## config.mk

```make
export PLATFORM = sky130hd
export DESIGN_NAME = rgb565_tile_to_yuyv422_writer_core
export DESIGN_NICKNAME = d
export VERILOG_FILES = /design/src/rtl/rtyw_pkg.sv /design/src/rtl/rtyw_lane.sv /design/src/rtl/rtyw_tile_ctrl.sv /design/src/rtl/rtyw_merge.sv /design/src/rtl/rgb565_tile_to_yuyv422_writer_core.sv
export SDC_FILE = /design/constraint.sdc
export NUM_CORES = 1
export LEC_CHECK = 0
export ABC_AREA = 1
export BUFFER_PORTS_ARGS = -buffer_cell sky130_fd_sc_hd__buf_2
export CAP_MARGIN = 20
export CORE_UTILIZATION = 40
export DETAILED_ROUTE_END_ITERATION = 8
export HOLD_SLACK_MARGIN = 0.06
export SLEW_MARGIN = 20
export SYNTH_ARGS = -nofsm -noshare
export SYNTH_HDL_FRONTEND = slang
export SYNTH_HIERARCHICAL = 1
export SYNTH_SLANG_ARGS = --single-unit
```

## constraint.sdc

```tcl
create_clock -name aclk -period 5.55 [get_ports aclk]
set_input_delay 0.2775 -clock aclk [delete_from_list [all_inputs] [get_ports aclk]]
set_output_delay 0.2775 -clock aclk [all_outputs]
set_load 0.05 [all_outputs]
```

## src/rtl/rtyw_pkg.sv

```systemverilog
// ----------------------------------------------------------------------------
// RGB565 tile to YUYV422 writer: shared package
// Field widths, register indexes, color coefficients and the types that pass
// between the tile controller, the pixel lanes and the merge stage.
// ----------------------------------------------------------------------------
package rtyw_pkg;

    // Field widths.
    localparam int unsigned PIX_W   = 16;
    localparam int unsigned ORG_W   = 11;
    localparam int unsigned SIZE_W  = 12;
    localparam int unsigned POS_W   = 13;
    localparam int unsigned OFF_W   = 23;
    localparam int unsigned BYTE_W  = 8;
    localparam int unsigned CIDX_W  = 1;

    // Default tile size limits.
    localparam int unsigned DEF_MAX_WIDTH  = 2048;
    localparam int unsigned DEF_MAX_HEIGHT = 2048;

    // Configuration register indexes.
    localparam logic [CIDX_W-1:0] REG_FRAME_WIDTH  = 1'd0;
    localparam logic [CIDX_W-1:0] REG_FRAME_HEIGHT = 1'd1;

    // Configuration reset values.
    localparam logic [SIZE_W-1:0] FRAME_WIDTH_RST  = 12'd640;
    localparam logic [SIZE_W-1:0] FRAME_HEIGHT_RST = 12'd480;

    // Input mode codes.
    localparam logic MODE_TILE  = 1'b0;
    localparam logic MODE_PIXEL = 1'b1;

    // BT.601 integer coefficients, 18-bit signed.
    localparam int unsigned SUM_W = 18;
    localparam logic signed [SUM_W-1:0] C_YR = 18'sd66;
    localparam logic signed [SUM_W-1:0] C_YG = 18'sd129;
    localparam logic signed [SUM_W-1:0] C_YB = 18'sd25;
    localparam logic signed [SUM_W-1:0] C_UR = -18'sd38;
    localparam logic signed [SUM_W-1:0] C_UG = -18'sd74;
    localparam logic signed [SUM_W-1:0] C_UB = 18'sd112;
    localparam logic signed [SUM_W-1:0] C_VR = 18'sd112;
    localparam logic signed [SUM_W-1:0] C_VG = -18'sd94;
    localparam logic signed [SUM_W-1:0] C_VB = -18'sd18;
    localparam logic signed [SUM_W-1:0] C_ROUND = 18'sd128;
    localparam logic [BYTE_W-1:0] Y_OFFSET = 8'd16;
    localparam logic [BYTE_W-1:0] C_FLIP   = 8'h80;

    // Position of one pixel pair inside the frame.
    typedef struct packed {
        logic [POS_W-1:0] line;
        logic [POS_W-1:0] col;
        logic             last;
    } pos_t;

    // Color result of one lane.
    typedef struct packed {
        logic [BYTE_W-1:0] luma;
        logic [BYTE_W-1:0] cb;
        logic [BYTE_W-1:0] cr;
    } yuv_t;

endpackage

```

## src/rtl/rtyw_lane.sv

```systemverilog
// ----------------------------------------------------------------------------
// RGB565 tile to YUYV422 writer: pixel lane
// Converts one RGB565 pixel into BT.601 Y, U and V bytes. Purely
// combinational; the merge stage registers the result.
// ----------------------------------------------------------------------------
module rtyw_lane (
    input  logic [rtyw_pkg::PIX_W-1:0] pixel,
    output rtyw_pkg::yuv_t             yuv
);
    import rtyw_pkg::*;

    logic signed [SUM_W-1:0] r_s;
    logic signed [SUM_W-1:0] g_s;
    logic signed [SUM_W-1:0] b_s;
    logic signed [SUM_W-1:0] y_sum;
    logic signed [SUM_W-1:0] u_sum;
    logic signed [SUM_W-1:0] v_sum;

    // Expand the 5/6/5 components to 8-bit scale, zero-extended.
    assign r_s = signed'({10'd0, pixel[15:11], 3'd0});
    assign g_s = signed'({10'd0, pixel[10:5], 2'd0});
    assign b_s = signed'({10'd0, pixel[4:0], 3'd0});

    // Weighted sums with rounding bias.
    assign y_sum = C_YR * r_s + C_YG * g_s + C_YB * b_s + C_ROUND;
    assign u_sum = C_UR * r_s + C_UG * g_s + C_UB * b_s + C_ROUND;
    assign v_sum = C_VR * r_s + C_VG * g_s + C_VB * b_s + C_ROUND;

    // Floor shift by eight keeps bits 15:8; adding 128 to a byte flips its top bit.
    assign yuv.luma = y_sum[15:8] + Y_OFFSET;
    assign yuv.cb   = u_sum[15:8] ^ C_FLIP;
    assign yuv.cr   = v_sum[15:8] ^ C_FLIP;

endmodule

```

## src/rtl/rtyw_tile_ctrl.sv

```systemverilog
// ----------------------------------------------------------------------------
// RGB565 tile to YUYV422 writer: tile controller
// Holds the tile geometry and the row and column counters, walks each row
// two pixels at a time, and fills the first pipeline stage with the pixel
// pair and its frame position.
// ----------------------------------------------------------------------------
module rtyw_tile_ctrl #(
    parameter int unsigned MAX_WIDTH  = rtyw_pkg::DEF_MAX_WIDTH,
    parameter int unsigned MAX_HEIGHT = rtyw_pkg::DEF_MAX_HEIGHT
) (
    input  logic                        aclk,
    input  logic                        aresetn,
    input  logic                        advance,
    input  logic                        s_valid,
    input  logic                        s_mode,
    input  logic [rtyw_pkg::ORG_W-1:0]  s_tile_x,
    input  logic [rtyw_pkg::ORG_W-1:0]  s_tile_y,
    input  logic [rtyw_pkg::SIZE_W-1:0] s_tile_width,
    input  logic [rtyw_pkg::SIZE_W-1:0] s_tile_height,
    input  logic [rtyw_pkg::PIX_W-1:0]  s_pixel_a,
    input  logic [rtyw_pkg::PIX_W-1:0]  s_pixel_b,
    output logic                        st_valid,
    output rtyw_pkg::pos_t              st_pos,
    output logic [rtyw_pkg::PIX_W-1:0]  st_pixel_a,
    output logic [rtyw_pkg::PIX_W-1:0]  st_pixel_b
);
    import rtyw_pkg::*;

    logic              tile_active_reg, tile_active_next;
    logic [ORG_W-1:0]  origin_col_reg, origin_col_next;
    logic [ORG_W-1:0]  origin_line_reg, origin_line_next;
    logic [SIZE_W-1:0] span_cols_reg, span_cols_next;
    logic [SIZE_W-1:0] span_lines_reg, span_lines_next;
    logic [SIZE_W-1:0] col_count_reg, col_count_next;
    logic [SIZE_W-1:0] line_count_reg, line_count_next;

    logic              st_valid_reg, st_valid_next;
    pos_t              st_pos_reg;
    logic [PIX_W-1:0]  st_pixel_a_reg;
    logic [PIX_W-1:0]  st_pixel_b_reg;

    logic              accept;
    logic              pixel_hit;
    logic [SIZE_W-1:0] w_sat;
    logic [SIZE_W-1:0] h_sat;
    logic              odd_end;
    logic              row_done;
    logic              last_pair;
    pos_t              pos;

    assign accept    = s_valid && advance;
    assign pixel_hit = accept && (s_mode == MODE_PIXEL) && tile_active_reg;

    // Clamp the requested tile size to the configured maximum.
    assign w_sat = (32'(s_tile_width) > MAX_WIDTH) ? SIZE_W'(MAX_WIDTH) : s_tile_width;
    assign h_sat = (32'(s_tile_height) > MAX_HEIGHT) ? SIZE_W'(MAX_HEIGHT) : s_tile_height;

    // Row walk decisions for the current pair.
    assign odd_end   = ({1'b0, col_count_reg} + 13'd1) >= {1'b0, span_cols_reg};
    assign row_done  = ({1'b0, col_count_reg} + 13'd2) >= {1'b0, span_cols_reg};
    assign last_pair = row_done &&
                       (({1'b0, line_count_reg} + 13'd1) >= {1'b0, span_lines_reg});

    // Frame position of the current pair.
    assign pos.line = {2'd0, origin_line_reg} + {1'b0, line_count_reg};
    assign pos.col  = {2'd0, origin_col_reg} + {1'b0, col_count_reg};
    assign pos.last = last_pair;

    // Tile state update on each accepted request.
    always_comb begin
        tile_active_next = tile_active_reg;
        origin_col_next  = origin_col_reg;
        origin_line_next = origin_line_reg;
        span_cols_next   = span_cols_reg;
        span_lines_next  = span_lines_reg;
        col_count_next   = col_count_reg;
        line_count_next  = line_count_reg;
        if (accept && (s_mode == MODE_TILE)) begin
            origin_col_next  = s_tile_x;
            origin_line_next = s_tile_y;
            span_cols_next   = w_sat;
            span_lines_next  = h_sat;
            col_count_next   = '0;
            line_count_next  = '0;
            tile_active_next = (w_sat != '0) && (h_sat != '0);
        end else if (pixel_hit) begin
            if (row_done) begin
                col_count_next = '0;
                if (last_pair) begin
                    tile_active_next = 1'b0;
                    line_count_next  = '0;
                end else begin
                    line_count_next = line_count_reg + 12'd1;
                end
            end else begin
                col_count_next = col_count_reg + 12'd2;
            end
        end
    end

    // The stage register moves only when the output side can take its content.
    assign st_valid_next = advance ? pixel_hit : st_valid_reg;

    // Control state.
    always_ff @(posedge aclk) begin
        if (!aresetn) begin
            tile_active_reg <= 1'b0;
            origin_col_reg  <= '0;
            origin_line_reg <= '0;
            span_cols_reg   <= '0;
            span_lines_reg  <= '0;
            col_count_reg   <= '0;
            line_count_reg  <= '0;
            st_valid_reg    <= 1'b0;
        end else begin
            tile_active_reg <= tile_active_next;
            origin_col_reg  <= origin_col_next;
            origin_line_reg <= origin_line_next;
            span_cols_reg   <= span_cols_next;
            span_lines_reg  <= span_lines_next;
            col_count_reg   <= col_count_next;
            line_count_reg  <= line_count_next;
            st_valid_reg    <= st_valid_next;
        end
    end

    // Stage payload; the second pixel is replaced at an odd row end.
    always_ff @(posedge aclk) begin
        if (advance && pixel_hit) begin
            st_pos_reg     <= pos;
            st_pixel_a_reg <= s_pixel_a;
            st_pixel_b_reg <= odd_end ? s_pixel_a : s_pixel_b;
        end
    end

    assign st_valid   = st_valid_reg;
    assign st_pos     = st_pos_reg;
    assign st_pixel_a = st_pixel_a_reg;
    assign st_pixel_b = st_pixel_b_reg;

`ifndef SYNTHESIS
    // The column counter stays inside the tile row while a tile is active.
    a_col_in_span: assert property (@(posedge aclk) disable iff (!aresetn)
        tile_active_reg |-> (col_count_reg < span_cols_reg))
        else $error("column counter outside the tile row");

    // The line counter stays inside the tile while a tile is active.
    a_line_in_span: assert property (@(posedge aclk) disable iff (!aresetn)
        tile_active_reg |-> (line_count_reg < span_lines_reg))
        else $error("line counter outside the tile");

    // Pairs always start on an even column.
    a_col_even: assert property (@(posedge aclk) disable iff (!aresetn)
        !col_count_reg[0])
        else $error("column counter is odd");

    // The final pair of a tile leaves no tile active.
    a_last_ends_tile: assert property (@(posedge aclk) disable iff (!aresetn)
        (pixel_hit && last_pair) |=> !tile_active_reg)
        else $error("tile still active after its last pair");
`endif

endmodule

```

## src/rtl/rtyw_merge.sv

```systemverilog
// ----------------------------------------------------------------------------
// RGB565 tile to YUYV422 writer: merge stage
// Combines the two lane results into one YUYV group, computes the frame
// buffer byte offset and the out-of-frame flag, and holds the result
// register of the output channel.
// ----------------------------------------------------------------------------
module rtyw_merge (
    input  logic                        aclk,
    input  logic                        aresetn,
    input  logic                        advance,
    input  logic                        st_valid,
    input  rtyw_pkg::pos_t              st_pos,
    input  rtyw_pkg::yuv_t              lane_a,
    input  rtyw_pkg::yuv_t              lane_b,
    input  logic [rtyw_pkg::SIZE_W-1:0] frame_width,
    input  logic [rtyw_pkg::SIZE_W-1:0] frame_height,
    output logic                        m_valid,
    output logic [rtyw_pkg::OFF_W-1:0]  m_byte_offset,
    output logic [rtyw_pkg::BYTE_W-1:0] m_luma_first,
    output logic [rtyw_pkg::BYTE_W-1:0] m_chroma_blue,
    output logic [rtyw_pkg::BYTE_W-1:0] m_luma_second,
    output logic [rtyw_pkg::BYTE_W-1:0] m_chroma_red,
    output logic                        m_last_of_tile,
    output logic                        m_out_of_frame
);
    import rtyw_pkg::*;

    localparam int unsigned PROD_W = POS_W + SIZE_W;

    logic              m_valid_reg, m_valid_next;
    logic [OFF_W-1:0]  offset_reg;
    logic [BYTE_W-1:0] luma_first_reg;
    logic [BYTE_W-1:0] chroma_blue_reg;
    logic [BYTE_W-1:0] luma_second_reg;
    logic [BYTE_W-1:0] chroma_red_reg;
    logic              last_reg;
    logic              oof_reg;

    logic [PROD_W-1:0] line_base;
    logic [PROD_W-1:0] pixel_index;
    logic              oof;

    // Pixel index = line * frame_width + column; the byte offset is twice that.
    assign line_base   = PROD_W'(st_pos.line) * PROD_W'(frame_width);
    assign pixel_index = line_base + PROD_W'(st_pos.col);

    // Outside the frame when either coordinate reaches the frame size.
    assign oof = (st_pos.col >= {1'b0, frame_width}) ||
                 (st_pos.line >= {1'b0, frame_height});

    assign m_valid_next = advance ? st_valid : m_valid_reg;

    // Output valid.
    always_ff @(posedge aclk) begin
        if (!aresetn) begin
            m_valid_reg <= 1'b0;
        end else begin
            m_valid_reg <= m_valid_next;
        end
    end

    // Output payload: chroma comes from the first pixel only.
    always_ff @(posedge aclk) begin
        if (advance && st_valid) begin
            offset_reg      <= {pixel_index[OFF_W-2:0], 1'b0};
            luma_first_reg  <= lane_a.luma;
            chroma_blue_reg <= lane_a.cb;
            luma_second_reg <= lane_b.luma;
            chroma_red_reg  <= lane_a.cr;
            last_reg        <= st_pos.last;
            oof_reg         <= oof;
        end
    end

    assign m_valid        = m_valid_reg;
    assign m_byte_offset  = offset_reg;
    assign m_luma_first   = luma_first_reg;
    assign m_chroma_blue  = chroma_blue_reg;
    assign m_luma_second  = luma_second_reg;
    assign m_chroma_red   = chroma_red_reg;
    assign m_last_of_tile = last_reg;
    assign m_out_of_frame = oof_reg;

endmodule

```

## src/rtl/rgb565_tile_to_yuyv422_writer_core.sv

```systemverilog
// ----------------------------------------------------------------------------
// RGB565 tile to YUYV422 writer: top level
// Tile-start requests set the tile geometry; each pixel request of an active
// tile yields one YUYV group with its frame buffer byte offset.
// ----------------------------------------------------------------------------
// The block takes one request per clock and keeps that rate while results
// are taken each cycle; an accepted pixel pair passes the tile controller
// stage and then the result register, where two color lanes and one
// 13 x 12 bit offset multiplier finish the work, on its way to the result
// channel. Tile-start requests and pixel requests without an active tile
// produce no result. When the result register is full and not taken, the
// whole pipeline holds and s_ready drops. Frame size registers are written
// through the cfg channel, which is always ready, and should be changed
// only while no pixel pair is in flight.
module rgb565_tile_to_yuyv422_writer_core #(
    parameter int unsigned MAX_WIDTH  = rtyw_pkg::DEF_MAX_WIDTH,
    parameter int unsigned MAX_HEIGHT = rtyw_pkg::DEF_MAX_HEIGHT
) (
    input  logic                        aclk,
    input  logic                        aresetn,
    // Configuration channel.
    input  logic                        cfg_valid,
    output logic                        cfg_ready,
    input  logic [rtyw_pkg::CIDX_W-1:0] cfg_index,
    input  logic [rtyw_pkg::SIZE_W-1:0] cfg_data,
    // Input channel.
    input  logic                        s_valid,
    output logic                        s_ready,
    input  logic                        s_mode,
    input  logic [rtyw_pkg::ORG_W-1:0]  s_tile_x,
    input  logic [rtyw_pkg::ORG_W-1:0]  s_tile_y,
    input  logic [rtyw_pkg::SIZE_W-1:0] s_tile_width,
    input  logic [rtyw_pkg::SIZE_W-1:0] s_tile_height,
    input  logic [rtyw_pkg::PIX_W-1:0]  s_pixel_a,
    input  logic [rtyw_pkg::PIX_W-1:0]  s_pixel_b,
    // Result channel.
    output logic                        m_valid,
    input  logic                        m_ready,
    output logic [rtyw_pkg::OFF_W-1:0]  m_byte_offset,
    output logic [rtyw_pkg::BYTE_W-1:0] m_luma_first,
    output logic [rtyw_pkg::BYTE_W-1:0] m_chroma_blue,
    output logic [rtyw_pkg::BYTE_W-1:0] m_luma_second,
    output logic [rtyw_pkg::BYTE_W-1:0] m_chroma_red,
    output logic                        m_last_of_tile,
    output logic                        m_out_of_frame
);
    import rtyw_pkg::*;

    logic [SIZE_W-1:0] frame_width_reg, frame_width_next;
    logic [SIZE_W-1:0] frame_height_reg, frame_height_next;

    logic             advance;
    logic             st_valid;
    pos_t             st_pos;
    logic [PIX_W-1:0] st_pixel_a;
    logic [PIX_W-1:0] st_pixel_b;
    yuv_t             lane_a;
    yuv_t             lane_b;

    // The pipeline moves whenever the result register is empty or being taken.
    assign advance   = !m_valid || m_ready;
    assign s_ready   = advance;
    assign cfg_ready = 1'b1;

    // Configuration register writes.
    always_comb begin
        frame_width_next  = frame_width_reg;
        frame_height_next = frame_height_reg;
        if (cfg_valid) begin
            case (cfg_index)
                REG_FRAME_WIDTH:  frame_width_next  = cfg_data;
                REG_FRAME_HEIGHT: frame_height_next = cfg_data;
                default: ;
            endcase
        end
    end

    always_ff @(posedge aclk) begin
        if (!aresetn) begin
            frame_width_reg  <= FRAME_WIDTH_RST;
            frame_height_reg <= FRAME_HEIGHT_RST;
        end else begin
            frame_width_reg  <= frame_width_next;
            frame_height_reg <= frame_height_next;
        end
    end

    // Tile geometry, counters and first pipeline stage.
    rtyw_tile_ctrl #(
        .MAX_WIDTH  (MAX_WIDTH),
        .MAX_HEIGHT (MAX_HEIGHT)
    ) u_tile_ctrl (
        .aclk          (aclk),
        .aresetn       (aresetn),
        .advance       (advance),
        .s_valid       (s_valid),
        .s_mode        (s_mode),
        .s_tile_x      (s_tile_x),
        .s_tile_y      (s_tile_y),
        .s_tile_width  (s_tile_width),
        .s_tile_height (s_tile_height),
        .s_pixel_a     (s_pixel_a),
        .s_pixel_b     (s_pixel_b),
        .st_valid      (st_valid),
        .st_pos        (st_pos),
        .st_pixel_a    (st_pixel_a),
        .st_pixel_b    (st_pixel_b)
    );

    // One color lane per pixel of the pair.
    rtyw_lane u_lane_a (
        .pixel (st_pixel_a),
        .yuv   (lane_a)
    );

    rtyw_lane u_lane_b (
        .pixel (st_pixel_b),
        .yuv   (lane_b)
    );

    // Merge lanes, compute the offset and hold the result.
    rtyw_merge u_merge (
        .aclk           (aclk),
        .aresetn        (aresetn),
        .advance        (advance),
        .st_valid       (st_valid),
        .st_pos         (st_pos),
        .lane_a         (lane_a),
        .lane_b         (lane_b),
        .frame_width    (frame_width_reg),
        .frame_height   (frame_height_reg),
        .m_valid        (m_valid),
        .m_byte_offset  (m_byte_offset),
        .m_luma_first   (m_luma_first),
        .m_chroma_blue  (m_chroma_blue),
        .m_luma_second  (m_luma_second),
        .m_chroma_red   (m_chroma_red),
        .m_last_of_tile (m_last_of_tile),
        .m_out_of_frame (m_out_of_frame)
    );

endmodule

```

Word-level counts from Yosys, hierarchy flattened. Cells that the tools add are included.

Bits of input ports: 97. Output and inout port bits: 60. Register bits: 212. Word-level logic and storage cells: 100.

Magnitude comparators: 7. Multiplexer cells: 9. Multiply operators: 13. Add/sub/neg operators: 22. Reduce and logical (&&, ||, !) cells: 21. Bitwise operators: 5.

Operators by type and width (count): 16-bit adder (8); 13-bit by 12-bit greater-or-equal comparator with 1-bit output (5); 16-bit by 9-bit adder with 16-bit output, second input constant (4); 12-bit 2-to-1 mux (4); 8-bit by 6-bit multiplier with 14-bit output, first input constant (2); 11-bit by 12-bit adder with 13-bit output (2); 12-bit by 1-bit adder with 13-bit output, second input constant (2); 7-bit by 7-bit multiplier with 13-bit output, first input constant (2); 12-bit greater-than comparator, second input constant (2); 12-bit nonzero test (2); 22-bit by 13-bit adder with 22-bit output (1); 13-bit by 12-bit multiplier with 22-bit output (1); 6-bit by 5-bit multiplier with 11-bit output, first input constant (2); 5-bit by 5-bit multiplier with 10-bit output, first input constant (2); 8-bit by 5-bit adder with 8-bit output, second input constant (2); 3-bit by 5-bit multiplier with 8-bit output, first input constant (2); 16-bit 2-to-1 mux (1); 12-bit by 2-bit adder with 13-bit output, second input constant (1); 12-bit by 1-bit adder with 12-bit output, second input constant (1); 12-bit by 2-bit adder with 12-bit output, second input constant (1); 6-bit by 6-bit multiplier with 12-bit output, first input constant (1); 5-bit by 6-bit multiplier with 11-bit output, first input constant (1); 1-bit logical AND (8); 2-bit AND reduction (3); other kinds (7) (17).

Logic depth before layout (Yosys ltp). Gate-level depths: netlist (run 1).

Depth after elaboration: 7. Mapped depth: 30. Depth with buffers taken out: 30.

Modules after synthesis. The synthesis (run 1) kept the hierarchy.

Modules (own cells, without submodules): rtyw_merge (area an instance 8111.5 um2, times used 1, cells an instance 981, sequential area each 1701.6 um2); rtyw_tile_ctrl (area an instance 6840.3 um2, times used 1, cells an instance 744, sequential area each 3193.1 um2); rtyw_lane (u_lane_a) (area an instance 6130.9 um2, times used 1, cells an instance 788, sequential area each 0.0 um2); rtyw_lane (u_lane_b) (area an instance 6097.1 um2, times used 1, cells an instance 782, sequential area each 0.0 um2); rgb565_tile_to_yuyv422_writer_core (area an instance 952.2 um2, times used 1, cells an instance 132, sequential area each 480.5 um2).

Worst setup path after synthesis (run 1). OpenSTA, ideal clock, no wires.

Path type: register to register. From: register u_tile_ctrl.st_pixel_a_reg[7], in the netlist u_tile_ctrl/st_pixel_a[7]. To: register u_merge.chroma_blue_reg[7], in the netlist u_merge/m_chroma_blue[7] (data pin). Arrival: 5.180 ns. Data required time: 5.298 ns. Clock period less this slack: 5.432 ns. Cell stages (with the launch flop): 23. Library setup time: 0.252 ns. Setup slack: 0.118 ns. Buffers on the path: 0. Cells stage by stage: edfxtp_1 > fa_1 > ha_1 > or2_2 > fa_1 > inv_1 > fa_1 > inv_1 > ha_1 > a21oi_1 > o21ai_0 > nor3_1 > xnor2_1 > fa_1 > ha_1 > ha_1 > inv_1 > nor3_1 > nand3_1 > nand3_1 > inv_1 > nand3_1 > nand2_1.

RTL lines: start, declared (RTL line rtyw_tile_ctrl.sv:39) `logic [PIX_W-1:0] st_pixel_a_reg;`; start signal, assigned (RTL line rtyw_tile_ctrl.sv:131) `st_pixel_a_reg <= s_pixel_a;`; end signal, assigned (RTL line rtyw_merge.sv:67) `chroma_blue_reg <= lane_a.cb;`; end, declared (RTL line rtyw_merge.sv:33) `logic [BYTE_W-1:0] chroma_blue_reg;`.

==> results of run 1 <==
[how the worst max path moves through the flow]
stage                                              startpoint                                 end  slack (ns)  cells past startpoint
after floorplan           u_tile_ctrl/st_pixel_a[7]$_DFFE_PP_  u_merge/m_chroma_blue[7]$_DFFE_PP_        0.12                     22
after global placement    u_tile_ctrl/st_pixel_a[6]$_DFFE_PP_  u_merge/m_chroma_blue[7]$_DFFE_PP_        0.03                     22
after detailed placement  u_tile_ctrl/st_pixel_a[6]$_DFFE_PP_  u_merge/m_chroma_blue[7]$_DFFE_PP_       -0.06                     22
after CTS                 u_tile_ctrl/st_pixel_a[7]$_DFFE_PP_  u_merge/m_chroma_blue[7]$_DFFE_PP_      0.0002                     21
after global routing      u_tile_ctrl/st_pixel_a[6]$_DFFE_PP_  u_merge/m_chroma_blue[7]$_DFFE_PP_       -0.07                     25
final                     u_tile_ctrl/st_pixel_a[8]$_DFFE_PP_  u_merge/m_chroma_blue[7]$_DFFE_PP_        0.19                     22
[stage by stage]
step                 util  power, mW  setup slack [ns]  hold WS (ns)  instances
finish              0.475       7.27             0.192        0.0935       3841
detailed placement  0.439       5.26           -0.0553         0.415       3701
CTS                 0.470       7.17          0.000230        0.0644       3832
global route        0.475       7.93           -0.0721         0.109       3841
global placement    0.439       5.22            0.0342         0.408       3701
floorplan               -       4.42             0.118         0.376       2806
[power by group through the flow]
stage               registers, mW  logic, mW  clock network (mW)
finish                       1.89       3.60                1.78
global route                 1.90       4.13                1.90
CTS                          1.89       3.43                1.84
detailed placement           1.92       3.34                   0
global placement             1.92       3.30                   0
floorplan                    1.95       2.48                   0
[routing by layer]
metal	vias up	GRT usage	part of all wire
met3	90	0.0260	0.047
met5	-	0	0
li1	9310	-	-
met1	8733	0.276	0.48
met4	0	0.0616	0.029
met2	377	0.323	0.45
[layout by cell type (no fill, tap or decap), types with 96 or more instances in the layout]
master,instances
inv_1,623
nand2_1,552
ha_1,326
fa_1,195
buf_2,154
nand3_1,138
nor2_1,137
a21oi_1,115
edfxtp_1,115
dfxtp_1,96
[worst min-delay path: stages]
cell and delay, ns:
buf_2 0.08, inv_1 0.03, o21ai_0 0.16
[area by class of cell]
cell class                 count  area [sq um]  area share
sequential                   211          5380       0.199
clock buffer                  38           768      0.0284
inverter                     640          2420      0.0894
multi-input combinational   1897         15400       0.570
timing repair buffer         287          1980      0.0733
clock inverter                12           133     0.00490
tap                          756           946      0.0350
[repair_timing]
| action | in CTS | in global routing |
|---|---|---|
| endpoints found under the setup margin | 2 | 5 |
| endpoints found under the hold margin | 93 | 0 |
| hold buffers | 81 | 0 |
| buffers inserted | 0 | 9 |
| gates resized for setup | 4 | 33 |
| pin swaps | 2 | 20 |
==> results.toml, run 1 <==
[floorplan]
die_area_sq_um = 59100
ioPinCount = 157
die_h_um = 243
row_count = 87
initial_core_util = 0.408
die_w_um = 243
core_sq_um = 56900

[sta]
max_freq_ghz = 0.187
slew-limit-headroom = 0.380
fin_skew_ns = 0.0220
worst_pin_slew_ns = 0.930
grt_setup_unrepaired = "yes"
period_minus_slack_ns = 5.36
slew_viol_final = 0
setup_viol = 0
finalHoldViolations = 0
setup_tns_ns = 0
min_period_over_period = 0.965

[finish]
num_antenna_cells = 0
final_area_sq_um = 27100
final_net_count = 3699
area.growth.synth_to_final_pct = 16.4
layout-drive-gt1-share = 0.127
largest_reg_flops = 27
fill_cells = 5452

[global_route]
grt_pass1_wl_mm = 95.8
grt_pass1_vias = 19100
gr-usage-all-layers = 0.200
antenna_found_initial = 1
grt_overflow = 0
grt_max_degree = 64

[worst_hold_path]
min_path_type = "input port to flip-flop"
worstHoldEndpoint = "u_tile_ctrl/st_pixel_b[14]$_DFFE_PP_"
hold_depth = 3
min-delay-start = "s_pixel_b[14]"

[clock_network]
clk_pin_slew_ns = 0.06
htreeDepth = 1
cts_root_buffer = "clkbuf_16"
insertion_delay_ns = 0.57
cts_sinks = 211
clock_path_buffers = 3
cts_tree = "yes"
cts_buffers = 27

[drt]
via_per_inst = 4.82
drt-total-wl_mm = 57.9
ant_nets = 0
num_vias = 18500
drcViolationCount = 0
drt_iter0_drc = 901
post_drt_wl_per_cell_um = 15.1
dr.pass1.iters = 5

[synth]
yosysWarnings = 6
synth_area_sq_um = 23200
synth_fp_nets = 3441
syn_inst = 2806
syn_area_per_cell_sq_um = 8.28

[power_and_ir_drop]
powerDensity_nw_per_um2 = 269
switching_share = 0.402
p_sw_mw = 2.93
ir_worst_vdd_uv = 200
pwr-share-seq = 0.260
p_int_mw = 4.35
clockPowerShare = 0.245
total_leakage_power_nw = 14.3
pwr-share-comb = 0.495

[worst_setup_path]
endpoint_kind = "flip-flop"
r2r-start = "u_tile_ctrl/st_pixel_a[8]$_DFFE_PP_"
slowest_delay_ns = 0.53
crit_required_ns = 5.86
crit_path_max_fanout = 4
r2r_end = "u_merge/m_chroma_blue[7]$_DFFE_PP_"
worstPathCellList = "fa_2 > ha_1 > or2_2 > fa_1 > inv_1 > fa_1 > inv_1 > ha_4 > a21oi_1 > o21ai_0 > nor3_1 > xnor2_1 > fa_1 > ha_4 > ha_4 > inv_1 > nor3_4 > nand3_2 > nand3_2 > inv_1 > nand3_1 > nand2_1"
cp_top_family = "adder cells"
reg2reg_setup_slack_ns = 0.19
slowest_stage = "fa_2"
critPathArrivalTime_ns = 5.67
cp_common_cell = "inv_1"
rr_worst_depth = 22
criticalPathCategory = "flip-flop to flip-flop"
cp.buffers_inverters = 4
worstSetupStartpointType = "flip-flop"

[run]
max-cap-violations = 0

[placed_design]
port_buffers = 154
placed_area_sq_um = 25000
place.gp.congestion = 0.935
dp_hpwl_mm = 47.1

[outcome]
status = "complete, no violations"
(Power assumes the default switching activity.)
==> inputs of run 2 (changes only) <==
--- a/config.mk
+++ b/config.mk
@@ -8,9 +8,12 @@
 export ABC_AREA = 1
 export BUFFER_PORTS_ARGS = -buffer_cell sky130_fd_sc_hd__buf_2
 export CAP_MARGIN = 20
+export CELL_PAD_IN_SITES_DETAIL_PLACEMENT = 0
+export CELL_PAD_IN_SITES_GLOBAL_PLACEMENT = 1
 export CORE_UTILIZATION = 40
 export DETAILED_ROUTE_END_ITERATION = 8
 export HOLD_SLACK_MARGIN = 0.06
+export PLACE_DENSITY_LB_ADDON = 0.1
 export SLEW_MARGIN = 20
 export SYNTH_ARGS = -nofsm -noshare
 export SYNTH_HDL_FRONTEND = slang
==> run 2 against run 1 <==
Largest power group unchanged. Utilization increased by 0.070 points. Wire length increased by 1.2%. Largest cell class unchanged. Non-clock buffer count increased by 6. Combinational power about the same. Sequential power about the same. First-iteration DRC count decreased by 21%. Hold slack got worse by 0.0082 ns. Clock-buffer cell count decreased by 2. Critical path depth unchanged. Final cell count increased by 0.16%. Critical endpoint is now u_merge/m_chroma_blue[5]$_DFFE_PP_. Global-route usage increased by 0.15 points.
==> results.toml, run 2 (same netlist as run 1, synthesis figures left out) <==
[worst_setup_path]
critPathArrivalTime_ns = 5.65
crit_required_ns = 5.88
worstSetupStartpointType = "flip-flop"
worstPathCellList = "buf_6 > ha_1 > ha_1 > fa_1 > xor2_1 > ha_1 > ha_4 > nand2_1 > inv_1 > nand3_2 > o21ai_2 > xnor2_1 > inv_1 > fa_1 > ha_1 > ha_1 > a21oi_1 > o21ai_1 > a21oi_2 > o21bai_2 > a21oi_1 > xor2_1"
criticalPathCategory = "flip-flop to flip-flop"
slowest_delay_ns = 0.56
cp_top_family = "adder cells"
cp_common_cell = "ha_1"
cp.buffers_inverters = 3
endpoint_kind = "flip-flop"
slowest_stage = "fa_1"
crit_path_max_fanout = 4

[clock_network]
clk_pin_slew_ns = 0.06
cts_root_buffer = "clkbuf_16"
cts_tree = "yes"
clock_path_buffers = 3
cts_buffers = 27
cts_sinks = 211
htreeDepth = 1
insertion_delay_ns = 0.59

[finish]
num_antenna_cells = 0
final_cells = 3847
final_area_sq_um = 27100
final_net_count = 3705
area.growth.synth_to_final_pct = 16.6
multi_input_area_sq_um = 15400
fill_cells = 5541
final_common_cell = "inv_1"
layout-drive-gt1-share = 0.128
largest_reg_flops = 27
final_cell_mix = "inv_1, nand2_1, ha_1, fa_1, buf_2"
regArea_sq_um = 5380

[outcome]
status = "complete, no violations"

[global_route]
grt_overflow = 0
grt_pass1_wl_mm = 95.5
met1_usage = 0.278
grt_busiest_layer = "met2"
gr-usage-all-layers = 0.201
met2_usage = 0.330
antenna_found_initial = 0
grt_max_degree = 64
grt_use_met3 = 0.0281
grt_pass1_vias = 18400

[drt]
drt_iter0_drc = 709
post_drt_wl_per_cell_um = 15.2
via_per_inst = 4.70
drcViolationCount = 0
num_vias = 18100
drt-total-wl_mm = 58.6
ant_nets = 0
dr.pass1.iters = 5

[placed_design]
dp_worst_setup_slack_ns = -0.0504
placed_area_sq_um = 25100
place.gp.congestion = 0.850
port_buffers = 154
dp_cells = 3709
dp_hpwl_mm = 47.9

[sta]
final.setup.worst_slack_ns = 0.232
period_minus_slack_ns = 5.32
slew_viol_final = 0
slew-limit-headroom = 0.287
min_period_over_period = 0.958
max_freq_ghz = 0.188
worst_pin_slew_ns = 1.07
setup_viol = 0
finalHoldViolations = 0
fin_skew_ns = 0.0225

[floorplan]
row_count = 87
die_area_sq_um = 59100
die_h_um = 243
ioPinCount = 157
die_w_um = 243
initial_core_util = 0.408
core_sq_um = 56900

[power_and_ir_drop]
ir_worst_vdd_uv = 263
total_leakage_power_nw = 14.3
powerDensity_nw_per_um2 = 269

[worst_hold_path]
min_path_type = "input port to flip-flop"

[run]
max-cap-violations = 0
[run 2: cell types whose count changed in the layout (fill, tap and decap cells not counted), moves of 2 or more]
cell,before,now
ha_4,13,11
clkbuf_1,7,5
nor2_1,137,135
clkinv_1,3,5
a21oi_2,19,17
a21oi_1,115,117
buf_4,49,57
inv_6,2,0
clkinv_2,7,4
clkinvlp_4,0,3
nor2_2,14,16
ha_1,326,329
[run 2: through the flow]
stage	TNS, ns	power (mW)	util	hold WS (ns)
2_1_floorplan	0	4.42	-	0.376
4_1_cts	0	7.18	0.471	0.0650
3_5_place_dp	-0.0504	5.23	0.440	0.410
5_1_grt	-0.0275	7.94	0.476	0.0984
3_3_place_gp	0	5.21	0.440	0.406
6_report	0	7.29	0.476	0.0853
[run 2: what timing repair did]
action / 4_1_cts / 5_1_grt
resized for setup: 2 / 34
endpoints found under the setup margin: 1 / 5
endpoints found under the hold margin: 96 / 0
cloned: 0 / 0
pin swaps: 0 / 16
hold buffers: 80 / 0
buffers inserted: 0 / 8
[run 2: where the power goes]
| part | total [mW] | internal, mW | switching, mW |
|---|---|---|---|
| sequential | 1.89 | 1.84 | 0.0495 |
| combinational | 3.57 | 1.45 | 2.13 |
| clock | 1.83 | 1.10 | 0.725 |
[run 2: cell type report]
cell class,instances,area share
Tap cell,756,0.0349
Sequential cell,211,0.198
Clock inverter,14,0.00623
Timing Repair Buffer,293,0.0746
Inverter,640,0.0893
Clock buffer,36,0.0281
Multi-Input combinational cell,1897,0.569
[run 2: routing by layer]
| metal | up-vias | part of all wire |
|---|---|---|
| li1 | 9321 | - |
| met5 | - | 0 |
| met4 | 0 | 0.024 |
| met2 | 273 | 0.45 |
| met1 | 8425 | 0.49 |
| met3 | 75 | 0.035 |
[run 2: worst register-to-register path, cell delays in order, from the launching register on]
cell      delay (ns)
edfxtp_1        0.43
buf_6           0.16
ha_1            0.31
ha_1            0.31
fa_1            0.56
xor2_1          0.16
ha_1            0.28
ha_4            0.30
nand2_1         0.05
inv_1           0.09
nand3_2         0.10
o21ai_2         0.19
xnor2_1         0.13
inv_1           0.07
fa_1            0.45
ha_1            0.31
ha_1            0.32
a21oi_1         0.16
o21ai_1         0.12
a21oi_2         0.17
o21bai_2        0.09
a21oi_1         0.20
xor2_1          0.09
[run 2: final timing paths]
check	from	endpoint	slack, ns	cells past startpoint
max	u_tile_ctrl/st_pixel_a[7]$_DFFE_PP_	u_merge/m_chroma_blue[5]$_DFFE_PP_	0.23	22
min	s_pixel_b[11]	u_tile_ctrl/st_pixel_b[11]$_DFFE_PP_	0.09	3
max reg2reg	u_tile_ctrl/st_pixel_a[7]$_DFFE_PP_	u_merge/m_chroma_blue[5]$_DFFE_PP_	0.23	22
min reg2reg	u_tile_ctrl/st_pos[0]$_DFFE_PP_	u_merge/m_last_of_tile$_DFFE_PP_	0.42	0
==> inputs of run 3 (changes only) <==
--- a/config.mk
+++ b/config.mk
@@ -13,7 +13,7 @@
 export CORE_UTILIZATION = 40
 export DETAILED_ROUTE_END_ITERATION = 8
 export HOLD_SLACK_MARGIN = 0.06
-export PLACE_DENSITY_LB_ADDON = 0.1
+export PLACE_DENSITY = 0.83
 export SLEW_MARGIN = 20
 export SYNTH_ARGS = -nofsm -noshare
 export SYNTH_HDL_FRONTEND = slang
==> run 3 against run 2 <==
Sequential share of layout area up 0.077 points. Largest cell class unchanged. Utilization down 0.18 points. Final cell count unchanged. Die area unchanged. Critical endpoint is now u_merge/m_chroma_blue[7]$_DFFE_PP_. Largest power group unchanged. Combinational power about the same. Highest routed layer unchanged. Via count down 0.12%. Register-to-register slack worse by 0.05 ns. Power down 2.4%.
==> results.toml, run 3 (same netlist as run 1, synthesis figures left out) <==
[outcome]
status = "complete, no violations"

[worst_setup_path]
criticalPathCategory = "flip-flop to flip-flop"
critPathArrivalTime_ns = 5.71
worstPathCellList = "fa_1 > ha_1 > or2_2 > fa_1 > inv_1 > fa_1 > inv_1 > ha_1 > a21oi_1 > o21ai_0 > nor3_1 > xnor2_1 > fa_1 > ha_4 > ha_4 > inv_1 > o31a_1 > nand3_1 > inv_1 > nand3_1 > nand2_1"
endpoint_kind = "flip-flop"
slowest_delay_ns = 0.55
crit_required_ns = 5.89
worstSetupStartpointType = "flip-flop"
crit_path_max_fanout = 3
slowest_stage = "fa_1"

[sta]
setup_viol = 0
worst_pin_slew_ns = 0.886
slew-limit-headroom = 0.409
slew_viol_final = 0
min_period_over_period = 0.967
max_freq_ghz = 0.186
whs_ns = 0.0911
fin_skew_ns = 0.0162
finalHoldViolations = 0
period_minus_slack_ns = 5.37

[floorplan]
core_sq_um = 56900
initial_core_util = 0.408
die_h_um = 243
row_count = 87
die_area_sq_um = 59100
ioPinCount = 157
die_w_um = 243

[placed_design]
dp_cells = 3709
port_buffers = 154
dp_hpwl_mm = 44.8
place.gp.congestion = 0.882

[drt]
ant_nets = 0
dr.pass1.iters = 7
drcViolationCount = 0
drt-total-wl_mm = 55.3
num_vias = 18100
via_per_inst = 4.70
post_drt_wl_per_cell_um = 14.4
drt_iter0_drc = 902

[clock_network]
cts_tree = "yes"
clock_path_buffers = 3
clk_pin_slew_ns = 0.07
cts_sinks = 211
htreeDepth = 1
insertion_delay_ns = 0.58
cts_root_buffer = "clkbuf_16"
cts_buffers = 26

[worst_hold_path]
min_path_type = "input port to flip-flop"

[global_route]
grt_pass1_vias = 18100
grt_pass1_wl_mm = 91.5
antenna_found_initial = 0
gr-usage-all-layers = 0.190
grt_max_degree = 64
grt_overflow = 0

[finish]
final_common_cell = "inv_1"
area.growth.synth_to_final_pct = 16.2
final_cells = 3847
final_net_count = 3706
largest_reg_flops = 27
num_antenna_cells = 0
fill_cells = 5505
layout-drive-gt1-share = 0.125
final_cell_mix = "inv_1, nand2_1, ha_1, fa_1, buf_2"

[power_and_ir_drop]
powerDensity_nw_per_um2 = 264
pwr-share-seq = 0.265
pwr-share-comb = 0.499
switching_share = 0.406
p_sw_mw = 2.89
clockPowerShare = 0.236
p_int_mw = 4.23
ir_worst_vdd_uv = 210
total_leakage_power_nw = 14.3

[run]
max-cap-violations = 0
==> run 3: cell count changes in the layout (fill, tap and decap cells not counted), sizes merged <==
cell and delta:
bufinv -3, clkbuf -3, inv +2, dlygate4sd3 +5
clkinvlp -3, buf -3, clkinv +5
==> run 3: final cells by class <==
class / instances / area, sq um / area share
sequential: 211 / 5380 / 0.199
tap: 756 / 946 / 0.0350
inverter: 640 / 2420 / 0.0896
timing repair buffer: 295 / 2040 / 0.0757
clock buffer: 33 / 738 / 0.0274
multi-input combinational: 1897 / 15400 / 0.569
clock inverter: 15 / 113 / 0.00417
==> run 3: critical path, delay by kind of cell, from the launching register on <==
family | cells | cell delay [ns]
flops | 1 | 0.44
fa+ha+maj | 8 | 3.08
compound gates | 3 | 0.52
simple gates | 5 | 0.72
buf+inv | 4 | 0.20
xor+xnor | 1 | 0.16
==> run 3: repair_timing <==
| item | CTS | global route |
|---|---|---|
| buffers inserted | 0 | 5 |
| hold buffers | 85 | 0 |
| resized for setup | 2 | 19 |
| pin swaps | 0 | 18 |
| cloned | 0 | 0 |
| setup endpoints to repair | 2 | 5 |
| hold endpoints to repair | 101 | 0 |
==> run 3: path summary, 6_finish.rpt <==
| path | to | startpoint | slack, ns | cells after the start |
|---|---|---|---|---|
| setup / recovery | u_merge/m_chroma_blue[7]$_DFFE_PP_ | u_tile_ctrl/st_pixel_a[7]$_DFFE_PP_ | 0.18 | 21 |
| hold / removal | u_tile_ctrl/st_pixel_b[2]$_DFFE_PP_ | s_pixel_b[2] | 0.09 | 3 |
| setup reg to reg | u_merge/m_chroma_blue[7]$_DFFE_PP_ | u_tile_ctrl/st_pixel_a[7]$_DFFE_PP_ | 0.18 | 21 |
| hold reg to reg | u_tile_ctrl/st_pos[1]$_DFFE_PP_ | u_tile_ctrl/origin_col_reg[0]$_SDFFE_PN0P_ | 0.45 | 0 |
==> run 3: power by group through the flow <==
stage	clock, mW	sequential (mW)	combinational [mW]
after floorplan	0	1.95	2.48
after global placement	0	1.92	3.29
after detailed placement	0	1.92	3.31
after CTS	1.75	1.89	3.41
after global routing	1.80	1.89	4.07
final	1.68	1.89	3.55
==> run 3: per-stage QoR <==
| step | cell area (sq um) | utilization | worst slack, ns | setup TNS [ns] | total power, mW |
|---|---|---|---|---|---|
| after floorplan | 23200 | - | 0.118 | 0 | 4.42 |
| after global placement | 25100 | 0.440 | 0.0591 | 0 | 5.21 |
| after detailed placement | 25100 | 0.440 | 0.00495 | 0 | 5.23 |
| after CTS | 26800 | 0.471 | 0.0445 | 0 | 7.04 |
| after global routing | 27000 | 0.474 | -0.0695 | -0.187 | 7.76 |
| final | 27000 | 0.474 | 0.181 | 0 | 7.12 |
==> run 3: routing by layer <==
metal  part of all wire  up-vias  track usage
met5                  0        -            0
met4              0.016        0       0.0350
met3              0.043       58       0.0213
met2               0.44      345        0.305
met1               0.50     8333        0.276
li1                   -     9336            -
